$ cat src/rtl/core/hrc_pkg.sv
// ----------------------------------------------------------------------------
// hrc_pkg
// Shared widths, register codes and reset values of the hue ramp colormap.
// ----------------------------------------------------------------------------
package hrc_pkg;

	localparam int ENTRY_IDX_W = 12;
	localparam int STEP_W      = 17;
	localparam int Q16_W       = 16;
	localparam int CFG_IDX_W   = 8;
	localparam int CFG_DATA_W  = 17;

	// restoring divider: quotient bits per pipeline stage and stage count
	localparam int DIV_BITS   = 2;
	localparam int DIV_STAGES = Q16_W / DIV_BITS;

	localparam logic [STEP_W-1:0] ONE_Q16 = 17'h1_0000;

	localparam logic [STEP_W-1:0] RST_POSITION_STEP   = 17'd256;
	localparam logic [Q16_W-1:0]  RST_CONTRAST_BOTTOM = 16'd0;
	localparam logic [Q16_W-1:0]  RST_CONTRAST_TOP    = 16'hFFFF;
	localparam logic [Q16_W-1:0]  RST_BRIGHTNESS      = 16'hFFFF;

	typedef enum logic [CFG_IDX_W-1:0] {
		REG_POSITION_STEP   = 8'd0,
		REG_CONTRAST_BOTTOM = 8'd1,
		REG_CONTRAST_TOP    = 8'd2,
		REG_BRIGHTNESS      = 8'd3
	} cfg_reg_t;

	// hue sector: dominant component first, then the one that moves
	typedef enum logic [2:0] {
		SEC_R_G = 3'd0,
		SEC_G_R = 3'd1,
		SEC_G_B = 3'd2,
		SEC_B_G = 3'd3,
		SEC_B_R = 3'd4,
		SEC_R_B = 3'd5
	} sector_t;

endpackage

$ cat src/rtl/core/hrc_item_if.sv
// ----------------------------------------------------------------------------
// hrc_item_if
// Request channel carrying one table entry index.
// ----------------------------------------------------------------------------
interface hrc_item_if;
	import hrc_pkg::*;

	logic                   valid;
	logic                   ready;
	logic [ENTRY_IDX_W-1:0] entry_index;

	modport source (output valid, output entry_index, input ready);
	modport sink (input valid, input entry_index, output ready);
endinterface

$ cat src/rtl/core/hrc_result_if.sv
// ----------------------------------------------------------------------------
// hrc_result_if
// Result channel carrying one Q0.16 RGB color.
// ----------------------------------------------------------------------------
interface hrc_result_if;
	import hrc_pkg::*;

	logic             valid;
	logic             ready;
	logic [Q16_W-1:0] red;
	logic [Q16_W-1:0] green;
	logic [Q16_W-1:0] blue;

	modport source (output valid, output red, output green, output blue, input ready);
	modport sink (input valid, input red, input green, input blue, output ready);
endinterface

$ cat src/rtl/core/hrc_cfg_if.sv
// ----------------------------------------------------------------------------
// hrc_cfg_if
// Register write channel: register index and write data.
// ----------------------------------------------------------------------------
interface hrc_cfg_if;
	import hrc_pkg::*;

	logic                  valid;
	logic                  ready;
	logic [CFG_IDX_W-1:0]  index;
	logic [CFG_DATA_W-1:0] data;

	modport source (output valid, output index, output data, input ready);
	modport sink (input valid, input index, input data, output ready);
endinterface

$ cat src/rtl/core/hue_ramp_colormap.sv
// ----------------------------------------------------------------------------
// hue_ramp_colormap
// Computes one RGB entry of a hue ramp color table per request.
// ----------------------------------------------------------------------------
// Each request carries a table index and returns one Q0.16 red, green, blue
// triple, in request order. The block is a 17-stage pipeline with no state
// between entries: one index is taken every cycle while the pipeline is not
// stalled. The hue divide is a restoring divider spread over 8 stages of
// 2 quotient bits each; the smoothstep and the value scaling run through
// registered multipliers. When result.ready is low, empty stages still fill,
// so up to 17 requests are held before item.ready drops. Registers are to be
// written through cfg only while the pipeline is empty; the block does not
// enforce it. cfg.ready is always high; writes to an unknown index are dropped.
module hue_ramp_colormap #(
	parameter int MAX_ENTRIES = 4096
) (
	input logic          clk,
	input logic          arst_n,
	hrc_item_if.sink     item,
	hrc_result_if.source result,
	hrc_cfg_if.sink      cfg
);
	import hrc_pkg::*;

	localparam int ST_IDX    = 1;
	localparam int ST_RANGE  = 2;
	localparam int DIV_FIRST = 3;
	localparam int DIV_LAST  = DIV_FIRST + DIV_STAGES - 1;
	localparam int ST_SQ     = DIV_LAST + 1;
	localparam int ST_PLO    = ST_SQ + 1;
	localparam int ST_PHI    = ST_PLO + 1;
	localparam int ST_SUM    = ST_PHI + 1;
	localparam int ST_HUE    = ST_SUM + 1;
	localparam int ST_VF     = ST_HUE + 1;
	localparam int ST_OUT    = ST_VF + 1;
	localparam int NSTG      = ST_OUT;

	localparam int POS_W = ENTRY_IDX_W + STEP_W;
	localparam int X2_W  = 2 * STEP_W;
	localparam int W_W   = STEP_W + 1;
	localparam int PP_W  = STEP_W + W_W;
	localparam int SUM_W = PP_W + STEP_W;
	localparam int H6_W  = Q16_W + 3;

	localparam logic [ENTRY_IDX_W-1:0] IDX_LAST = ENTRY_IDX_W'(MAX_ENTRIES - 1);
	localparam logic [W_W-1:0]         THREE_Q16 = W_W'(3 * 65536);

	// configuration registers
	logic [STEP_W-1:0] position_step_q;
	logic [Q16_W-1:0]  contrast_bottom_q;
	logic [Q16_W-1:0]  contrast_top_q;
	logic [Q16_W-1:0]  brightness_q;

	assign cfg.ready = 1'b1;

	always_ff @(posedge clk or negedge arst_n) begin
		if (!arst_n) begin
			position_step_q   <= RST_POSITION_STEP;
			contrast_bottom_q <= RST_CONTRAST_BOTTOM;
			contrast_top_q    <= RST_CONTRAST_TOP;
			brightness_q      <= RST_BRIGHTNESS;
		end else if (cfg.valid) begin
			case (cfg_reg_t'(cfg.index))
				REG_POSITION_STEP:   position_step_q   <= cfg.data;
				REG_CONTRAST_BOTTOM: contrast_bottom_q <= cfg.data[Q16_W-1:0];
				REG_CONTRAST_TOP:    contrast_top_q    <= cfg.data[Q16_W-1:0];
				REG_BRIGHTNESS:      brightness_q      <= cfg.data[Q16_W-1:0];
				default: ;
			endcase
		end
	end

	// pipeline flow control: a stage loads when empty or when it moves on
	logic [NSTG:1] vld_s;
	logic [NSTG:1] en;

	always_comb begin
		en[NSTG] = !vld_s[NSTG] || result.ready;
		for (int k = NSTG - 1; k >= 1; k--) begin
			en[k] = !vld_s[k] || en[k+1];
		end
	end

	assign item.ready = en[1];

	always_ff @(posedge clk or negedge arst_n) begin
		if (!arst_n) begin
			vld_s <= '0;
		end else begin
			if (en[1]) vld_s[1] <= item.valid;
			for (int k = 2; k <= NSTG; k++) begin
				if (en[k]) vld_s[k] <= vld_s[k-1];
			end
		end
	end

	// stage 1: position product
	logic [ENTRY_IDX_W-1:0] idx_c;
	logic [POS_W-1:0]       pos_s1;

	always_comb begin
		if (32'(item.entry_index) >= MAX_ENTRIES) idx_c = IDX_LAST;
		else idx_c = item.entry_index;
	end

	always_ff @(posedge clk) begin
		if (en[ST_IDX]) pos_s1 <= POS_W'(idx_c) * POS_W'(position_step_q);
	end

	// stage 2: saturate, range check against the contrast window
	logic [Q16_W-1:0] rem_s [ST_RANGE:DIV_LAST];
	logic [Q16_W-1:0] quo_s [ST_RANGE:DIV_LAST];
	logic             frc_s [ST_RANGE:DIV_LAST];
	logic             one_s [ST_RANGE:DIV_LAST];
	logic [Q16_W-1:0] d_c;
	logic             frc_c;
	logic             one_c;
	logic [Q16_W-1:0] den;

	assign den = contrast_top_q - contrast_bottom_q;

	always_comb begin
		if (pos_s1 > POS_W'(16'hFFFF)) d_c = 16'hFFFF;
		else d_c = pos_s1[Q16_W-1:0];
		frc_c = 1'b1;
		one_c = 1'b0;
		if (contrast_top_q <= contrast_bottom_q) begin
			one_c = d_c >= contrast_bottom_q;
		end else if (d_c <= contrast_bottom_q) begin
			one_c = 1'b0;
		end else if (d_c >= contrast_top_q) begin
			one_c = 1'b1;
		end else begin
			frc_c = 1'b0;
		end
	end

	always_ff @(posedge clk) begin
		if (en[ST_RANGE]) begin
			rem_s[ST_RANGE] <= d_c - contrast_bottom_q;
			quo_s[ST_RANGE] <= '0;
			frc_s[ST_RANGE] <= frc_c;
			one_s[ST_RANGE] <= one_c;
		end
	end

	// restoring divider, DIV_BITS quotient bits per stage
	for (genvar k = DIV_FIRST; k <= DIV_LAST; k++) begin : g_div
		logic [Q16_W-1:0] rem_n;
		logic [Q16_W-1:0] quo_n;

		always_comb begin
			logic [Q16_W:0] trial;
			rem_n = rem_s[k-1];
			quo_n = quo_s[k-1];
			for (int b = 0; b < DIV_BITS; b++) begin
				trial = {rem_n, 1'b0};
				if (trial >= {1'b0, den}) begin
					rem_n = Q16_W'(trial - {1'b0, den});
					quo_n = {quo_n[Q16_W-2:0], 1'b1};
				end else begin
					rem_n = trial[Q16_W-1:0];
					quo_n = {quo_n[Q16_W-2:0], 1'b0};
				end
			end
		end

		always_ff @(posedge clk) begin
			if (en[k]) begin
				rem_s[k] <= rem_n;
				quo_s[k] <= quo_n;
				frc_s[k] <= frc_s[k-1];
				one_s[k] <= one_s[k-1];
			end
		end
	end

	// smoothstep weight 3 - 2x and x squared
	logic [STEP_W-1:0] x_c;
	logic [X2_W-1:0]   x2_s11;
	logic [W_W-1:0]    w_s11;

	always_comb begin
		if (frc_s[DIV_LAST]) x_c = one_s[DIV_LAST] ? ONE_Q16 : '0;
		else x_c = {1'b0, quo_s[DIV_LAST]};
	end

	always_ff @(posedge clk) begin
		if (en[ST_SQ]) begin
			x2_s11 <= X2_W'(x_c) * X2_W'(x_c);
			w_s11  <= THREE_Q16 - {x_c, 1'b0};
		end
	end

	// x^2 * w as two partial products
	logic [PP_W-1:0]   pa_s12;
	logic [STEP_W-1:0] hi_s12;
	logic [W_W-1:0]    w_s12;
	logic [PP_W-1:0]   pb_s13;
	logic [PP_W-1:0]   pa_s13;

	always_ff @(posedge clk) begin
		if (en[ST_PLO]) begin
			pa_s12 <= PP_W'(x2_s11[STEP_W-1:0]) * PP_W'(w_s11);
			hi_s12 <= x2_s11[X2_W-1:STEP_W];
			w_s12  <= w_s11;
		end
		if (en[ST_PHI]) begin
			pb_s13 <= PP_W'(hi_s12) * PP_W'(w_s12);
			pa_s13 <= pa_s12;
		end
	end

	// hue fraction s in Q16, 0..1.0
	logic [SUM_W-1:0]  sum_c;
	logic [STEP_W-1:0] s_s14;

	assign sum_c = {pb_s13, {STEP_W{1'b0}}} + SUM_W'(pa_s13);

	always_ff @(posedge clk) begin
		if (en[ST_SUM]) s_s14 <= sum_c[32 +: STEP_W];
	end

	// hue in sixths of a turn, full turn wraps to zero
	logic [H6_W-1:0]  h6_c;
	sector_t          sec_s15;
	logic [Q16_W-1:0] f_s15;

	always_comb begin
		if (s_s14[Q16_W]) h6_c = '0;
		else h6_c = {1'b0, s_s14[Q16_W-1:0], 2'b00} + {2'b00, s_s14[Q16_W-1:0], 1'b0};
	end

	always_ff @(posedge clk) begin
		if (en[ST_HUE]) begin
			sec_s15 <= sector_t'(h6_c[H6_W-1:Q16_W]);
			f_s15   <= h6_c[Q16_W-1:0];
		end
	end

	// value times fraction
	logic [2*Q16_W-1:0] vf_s16;
	sector_t            sec_s16;

	always_ff @(posedge clk) begin
		if (en[ST_VF]) begin
			vf_s16  <= (2*Q16_W)'(brightness_q) * (2*Q16_W)'(f_s15);
			sec_s16 <= sec_s15;
		end
	end

	// rising q, falling p, sector select into the output register
	logic [Q16_W-1:0] q_c;
	logic [Q16_W-1:0] p_c;
	logic [Q16_W-1:0] red_c;
	logic [Q16_W-1:0] green_c;
	logic [Q16_W-1:0] blue_c;
	logic [Q16_W-1:0] red_s17;
	logic [Q16_W-1:0] green_s17;
	logic [Q16_W-1:0] blue_s17;

	always_comb begin
		q_c = vf_s16[2*Q16_W-1:Q16_W];
		p_c = brightness_q - q_c - Q16_W'(vf_s16[Q16_W-1:0] != '0);
		case (sec_s16)
			SEC_R_G: begin
				red_c = brightness_q; green_c = q_c; blue_c = '0;
			end
			SEC_G_R: begin
				red_c = p_c; green_c = brightness_q; blue_c = '0;
			end
			SEC_G_B: begin
				red_c = '0; green_c = brightness_q; blue_c = q_c;
			end
			SEC_B_G: begin
				red_c = '0; green_c = p_c; blue_c = brightness_q;
			end
			SEC_B_R: begin
				red_c = q_c; green_c = '0; blue_c = brightness_q;
			end
			default: begin
				red_c = brightness_q; green_c = '0; blue_c = p_c;
			end
		endcase
	end

	always_ff @(posedge clk) begin
		if (en[ST_OUT]) begin
			red_s17   <= red_c;
			green_s17 <= green_c;
			blue_s17  <= blue_c;
		end
	end

	assign result.valid = vld_s[NSTG];
	assign result.red   = red_s17;
	assign result.green = green_s17;
	assign result.blue  = blue_s17;

endmodule
$ cat src/flat_wrapper.sv
// flat-port wrapper written by rule: the top's interface ports become plain ports
module hue_ramp_colormap_flat import hrc_pkg::*;
#(
	parameter int MAX_ENTRIES = 4096
)
  (clk, arst_n, item_valid, item_entry_index, item_ready, result_valid, result_red, result_green, result_blue, result_ready, cfg_valid, cfg_index, cfg_data, cfg_ready);
  hrc_item_if item_i ();
  hrc_result_if result_i ();
  hrc_cfg_if cfg_i ();
  input logic clk;
  input logic arst_n;
  input wire logic [$bits(item_i.valid)-1:0] item_valid;
  input wire logic [$bits(item_i.entry_index)-1:0] item_entry_index;
  output wire logic [$bits(item_i.ready)-1:0] item_ready;
  output wire logic [$bits(result_i.valid)-1:0] result_valid;
  output wire logic [$bits(result_i.red)-1:0] result_red;
  output wire logic [$bits(result_i.green)-1:0] result_green;
  output wire logic [$bits(result_i.blue)-1:0] result_blue;
  input wire logic [$bits(result_i.ready)-1:0] result_ready;
  input wire logic [$bits(cfg_i.valid)-1:0] cfg_valid;
  input wire logic [$bits(cfg_i.index)-1:0] cfg_index;
  input wire logic [$bits(cfg_i.data)-1:0] cfg_data;
  output wire logic [$bits(cfg_i.ready)-1:0] cfg_ready;
  assign item_i.valid = item_valid;
  assign item_i.entry_index = item_entry_index;
  assign item_ready = item_i.ready;
  assign result_valid = result_i.valid;
  assign result_red = result_i.red;
  assign result_green = result_i.green;
  assign result_blue = result_i.blue;
  assign result_i.ready = result_ready;
  assign cfg_i.valid = cfg_valid;
  assign cfg_i.index = cfg_index;
  assign cfg_i.data = cfg_data;
  assign cfg_ready = cfg_i.ready;
  hue_ramp_colormap #(.MAX_ENTRIES(MAX_ENTRIES)) u_core (.clk(clk), .arst_n(arst_n), .item(item_i), .result(result_i), .cfg(cfg_i));
endmodule
$ cat config.mk
export PLATFORM = sky130hd
export DESIGN_NAME = hue_ramp_colormap_flat
export DESIGN_NICKNAME = d
export VERILOG_FILES = /design/src/rtl/core/hrc_pkg.sv /design/src/rtl/core/hrc_item_if.sv /design/src/rtl/core/hrc_result_if.sv /design/src/rtl/core/hrc_cfg_if.sv /design/src/rtl/core/hue_ramp_colormap.sv /design/src/flat_wrapper.sv
export SDC_FILE = /design/constraint.sdc
export NUM_CORES = 2
export LEC_CHECK = 0
export ABC_CLOCK_PERIOD_IN_PS = 9750
export BUFFER_PORTS_ARGS = -buffer_cell sky130_fd_sc_hd__buf_2
export CORE_MARGIN = 1.5
export CORE_UTILIZATION = 31
export CTS_BUF_LIST = sky130_fd_sc_hd__clkbuf_16
export DETAILED_ROUTE_END_ITERATION = 12
export PLACE_DENSITY = 0.49
export SKIP_LAST_GASP = 1
export SLEW_MARGIN = 10
export SYNTH_ARGS = -nofsm -noshare
export SYNTH_HDL_FRONTEND = slang
export SYNTH_SLANG_ARGS = --single-unit
$ cat constraint.sdc
create_clock -name clk -period 9.75 [get_ports clk]
set_clock_uncertainty 0.1 [all_clocks]
set_input_delay 0.975 -clock clk [delete_from_list [all_inputs] [get_ports clk]]
set_output_delay 0.975 -clock clk [all_outputs]
set_load 0.01 [all_outputs]
**Word level (Yosys, flattened, before mapping)**

Memories as Yosys holds them, arrays and structs flattened.
Cells that the tools add are included.
Widths: inputs -> output; s select.

- Bits in registers: 419
- Bits in writable memories: 306
- Input bits: 42
- Output and inout bits: 51
- Word-level logic and storage cells: 203
- Memories kept: 4

- Add/sub/neg operators: 23
- Multipliers: 5
- Magnitude comparators: 21
- Equality and inequality tests: 7
- Multiplexer cells: 61
- Reductions and logical operators: 45

Memories:

| memory | depth | bits a word | read ports | clocked after memory_dff | write ports | RTL line | source |
|---|---|---|---|---|---|---|---|
| u_core.quo_s | 9 | 16 | 9 | 0 | 9 | hue_ramp_colormap.sv:112 | `logic [Q16_W-1:0] quo_s [ST_RANGE:DIV_LAST];` |
| u_core.rem_s | 9 | 16 | 8 | 0 | 9 | hue_ramp_colormap.sv:111 | `logic [Q16_W-1:0] rem_s [ST_RANGE:DIV_LAST];` |
| u_core.frc_s | 9 | 1 | 9 | 0 | 9 | hue_ramp_colormap.sv:113 | `logic frc_s [ST_RANGE:DIV_LAST];` |
| u_core.one_s | 9 | 1 | 9 | 0 | 9 | hue_ramp_colormap.sv:114 | `logic one_s [ST_RANGE:DIV_LAST];` |

Operators with widths:

| operator | count |
|---|---|
| $sub 16x16->16 | 19 |
| $ge 17x16->1 | 16 |
| $mux 16 | 17 |
| $pmux 16 s3 | 3 |
| $add 49x35->49 | 1 |
| $mux 1 | 39 |
| $mul 17x18->35 | 1 |
| $mul 17x17->34 | 1 |
| $mux 17 | 2 |
| $ge 16x16->1 | 2 |
| $le 16x16->1 | 2 |
| $mul 16x16->32 | 1 |
| $mul 17x18->32 | 1 |
| $gt 29x16->1 const B | 1 |
| $mul 12x17->29 | 1 |
| $add 18x17->19 | 1 |
| $sub 18x18->18 const A | 1 |
| $logic_not 1->1 | 17 |
| $logic_or 1x1->1 | 17 |
| $eq 8x2->1 const B | 2 |
| $reduce_bool 16->1 | 1 |
| $sub 16x1->16 | 1 |
| $eq 8x1->1 const B | 1 |
| $logic_not 8->1 | 1 |
| other kinds (6) | 13 |

**Depth between registers and ports, before layout**

- Depth in word-level cells: 19
- Depth in mapped cells: 37

**Least setup slack after synthesis**

No wires, ideal clock.

- Kind: register to register
- Start: register u_core.contrast_top_q[2]
- End: register u_core.rem_s[0][87] (netlist name)
- Data arrival time: 7.766 ns
- Data required time: 9.390 ns
- Setup slack: 1.625 ns
- Cell stages (with the launch flop): 35
- Path buffers: 4
- Period minus slack after synthesis: 8.125 ns
- Cells stage by stage: dfstp_2 > ha_1 > nor2b_1 > o2111a_1 > a2111o_1 > a21oi_1 > nor2_1 > nor2_1 > o21bai_1 > a21oi_1 > xor2_1 > ha_1 > a21o_1 > a211oi_1 > nand2_1 > a41o_1 > nor2_1 > buf_2 > clkbuf_1 > nor2_1 > ha_1 > a21o_1 > a21oi_1 > nor2b_1 > o2111ai_1 > nand2_1 > a221o_1 > a31o_2 > and2_1 > a2111oi_0 > nor2_1 > a211o_1 > buf_2 > buf_2 > mux2_2

RTL lines:

| what | RTL line | source |
|---|---|---|
| from (decl) | hue_ramp_colormap.sv:51 | `logic [Q16_W-1:0] contrast_top_q;` |
| from (signal assigned) | hue_ramp_colormap.sv:66 | `REG_CONTRAST_TOP: contrast_top_q <= cfg.data[Q16_W-1:0];` |

==> out/metrics.csv <==
stage,metric,value,unit
worst_setup_path,rr_worst_depth,30,
sta,slew_viol_final,0,
die,fp.dieH,501.8,um
sta,slew_headroom,21.05,%
grt,overflow,0,
grt,grt_start_max_net_pins,64,
route,drt-vias-per-instance,4.848,
worst_setup_path,crit_required,10.10,ns
sta,fin_crit_sh,90.39,%
status,outcome,"complete, no violations",
cells_and_area,regArea,17470,um2
die,die_x,501.8,um
yosys,yosys-top-cells-area,"fa_1 25%, edfxtp_1 20%, ha_1 13%",
worst_setup_path,cp.depth,30,
sta,finalCriticalPeriod,8.813,ns
worst_setup_path,worst_setup_path_end_kind,flop,
route,drt_iter0_drc,3012,
worst_setup_path,startpoint_type,flop,
sta,rsz0062_at_grt,no,
clock_tree,htreeDepth,3,
yosys,yosysSeqAreaShare,22.65,%
grt,grt_pass1_wl,327000,um
cells_and_area,multi_input_area,53590,um2
job,cap_violations,0,
worst_setup_path,critPathBufInv,2,
cells_and_area,drive_gt1_share,7.056,%
worst_setup_path,cp_slowest_cell,o311ai_0,
sta,finalHoldViolations,0,
placed_design,io_buffers,91,
die,core_area,246600,um2
worst_setup_path,crit_arrival,9.16,ns
yosys,synth_edf_count,512,
clock_tree,cts_hold_buffers,0,
sta,tightest_slew,1.183,ns
route,wl,205900,um
sta,tns,0,ns
worst_setup_path,crit_type,flop to flop,
route,first_pass_iters,6,
placed_design,dp.final_hpwl,168800,um
cells_and_area,design_area,84150,um2
sta,setup_viol,0,
clock_tree,clock_sinks,594,
cells_and_area,fin_nets,9883,
yosys,synthCells,8058,
grt,grt_usage,16.50,%
clock_tree,cts-root-buf,clkbuf_16,
worst_setup_path,crit_end,u_core.rem_s[0][132],
sta,max_freq,113.5,MHz
die,start_util,31.27,%
die,rows,182,
worst_setup_path,cpPeakStageDelay,0.68,ns
cells_and_area,syn2layout_area_growth,9.125,%
yosys,avgSynthCellArea,9.570,um2
route,ant_nets,0,
route,drt-wirelength-per-cell,18.01,um
clock_tree,clk_latency,0.75,ns
worst_setup_path,path_max_fanout,14,
clock_tree,cts_buffers,78,
yosys,synth_largest_area_cell,fa_1,
clock_tree,cts_max_path_buffers,3,
grt,antenna_found_initial,19,
cells_and_area,n_fill_cell,25010,
clock_tree,tritoncts,built,
worst_setup_path,r2r_end,u_core.rem_s[0][132],
worst_setup_path,crit_top_cell,a21oi_1,
placed_design,dpl_cell_area,81530,um2
die,die_area,251800,um2
yosys,yosysTopAreaCellShare,25.05,%
worst_setup_path,r2r-start,u_core.contrast_bottom_q[1],
cells_and_area,fin_util,34.12,%
yosys,async_flop_share,13.80,%
worst_setup_path,ff2ff_setup_slack,0.94,ns
yosys,ys_ff_latch,594,
grt,grt_pass1_vias,58520,
worst_hold_path,hp-class,primary input to async pin,
clock_tree,cts.clk_slew.worst_paths,0.06,ns
yosys,ys.flop_type,edfxtp_1,
route,drcViolationCount,0,
placed_design,routabilityCongestion,0.8922,
cells_and_area,final_common_cell,inv_1,
yosys,syn_area,77120,um2
worst_setup_path,worstSetupStartpoint,u_core.contrast_bottom_q[1],
cells_and_area,final_cell_mix,"1,382 x inv_1, 1,009 x nand2_1, 964 x fa_1",
yosys,yosys_warnings,0,
worst_setup_path,crit_family,compound AO/OA/AOI/OAI gates,
route,num_vias,55450,
yosys,ys_types,96,
die,ios,93,
[layer usage]
metal	part of all wire (%)	track usage, %	up-vias
met5	0.0063	0	-
met4	2.8	4.669	2
met3	4.0	2.080	283
met2	49	29.21	1074
met1	44	20.89	27770
li1	-	-	26320
[synth_stat cells, drive strengths merged (19+ instances only)]
cell	instances
a211oi	42
a21boi	24
a21o	132
a21oi	265
a221oi	19
a31o	19
a31oi	33
and2	429
and3	40
buf	30
clkbuf	254
dfrtp	49
dfstp	33
edfxtp	512
fa	965
ha	819
inv	1380
maj3	24
mux2	135
nand2	1012
nand2b	62
nand3	91
nand4	42
nor2	357
nor2b	64
nor3	100
nor4	28
o21a	70
o21ai	274
o21bai	35
o31ai	31
or2	40
xnor2	283
xor2	97
[registers in the layout (all words and copies together) (netlist names), 17 cells and up]
signal	cells
u_core.pos_s1	29
u_core.s_s14	17
u_core.pa_s12	17
u_core.pb_s13	31
u_core.pa_s13	17
u_core.vf_s16	31
u_core.w_s12	17
u_core.x2_s11	33
u_core.vld_s	17
u_core.quo_s	72
u_core.hi_s12	17
u_core.position_step_q	17
u_core.rem_s	128
[final cells by class]
cell class	instances	area share [%]
sequential	594	20.76
tap	3312	4.924
timing repair buffer	180	1.368
multi-input combinational	5823	63.69
clock buffer	78	2.319
clock inverter	66	0.7791
inverter	1380	6.155
antenna	3	0.008921
[worst min path at each step]
stage	from	end	slack (ns)	cells past startpoint
2_1_floorplan	u_core.frc_s[0][9]	u_core.frc_s[0][10]	0.30	0
3_3_place_gp	u_core.x2_s11[21]	u_core.hi_s12[4]	0.30	0
3_5_place_dp	u_core.x2_s11[31]	u_core.hi_s12[14]	0.30	0
4_1_cts	arst_n	u_core.position_step_q[16]	0.04	1
5_1_grt	arst_n	u_core.position_step_q[16]	0.07	1
6_report	arst_n	u_core.position_step_q[16]	0.07	1
[repair_timing]
action                                  4_1_cts  5_1_grt
gates resized for setup                       0        1
setup buffers                                 0        0
endpoints found under the setup margin        0       13
[stage by stage]
step                hold WS, ns  setup WS (ns)  cells
finish                  0.07091         0.9371  11440
global route            0.06926         0.1746  11430
CTS                     0.04152         0.8050  11430
detailed placement       0.3045         0.8666  11290
global placement         0.3006          1.109  11290
floorplan                0.3003          1.625   8081
[cell families after synthesis]
kind of cell / count (synthesis) / synth area share, %
AND/OR/NAND/NOR: 2324 / 14.25
adder cells (fa/ha/maj): 1808 / 38.65
AO/OA/AOI/OAI: 1140 / 9.824
multiplexers: 143 / 2.075
XOR/XNOR: 383 / 4.403
other: 2 / 0.009739
buffers and inverters: 1664 / 8.135
flip-flops: 594 / 22.65
Power is not shown: default switching activity piles up to over one toggle a cycle in this logic, so the estimate is an artifact.
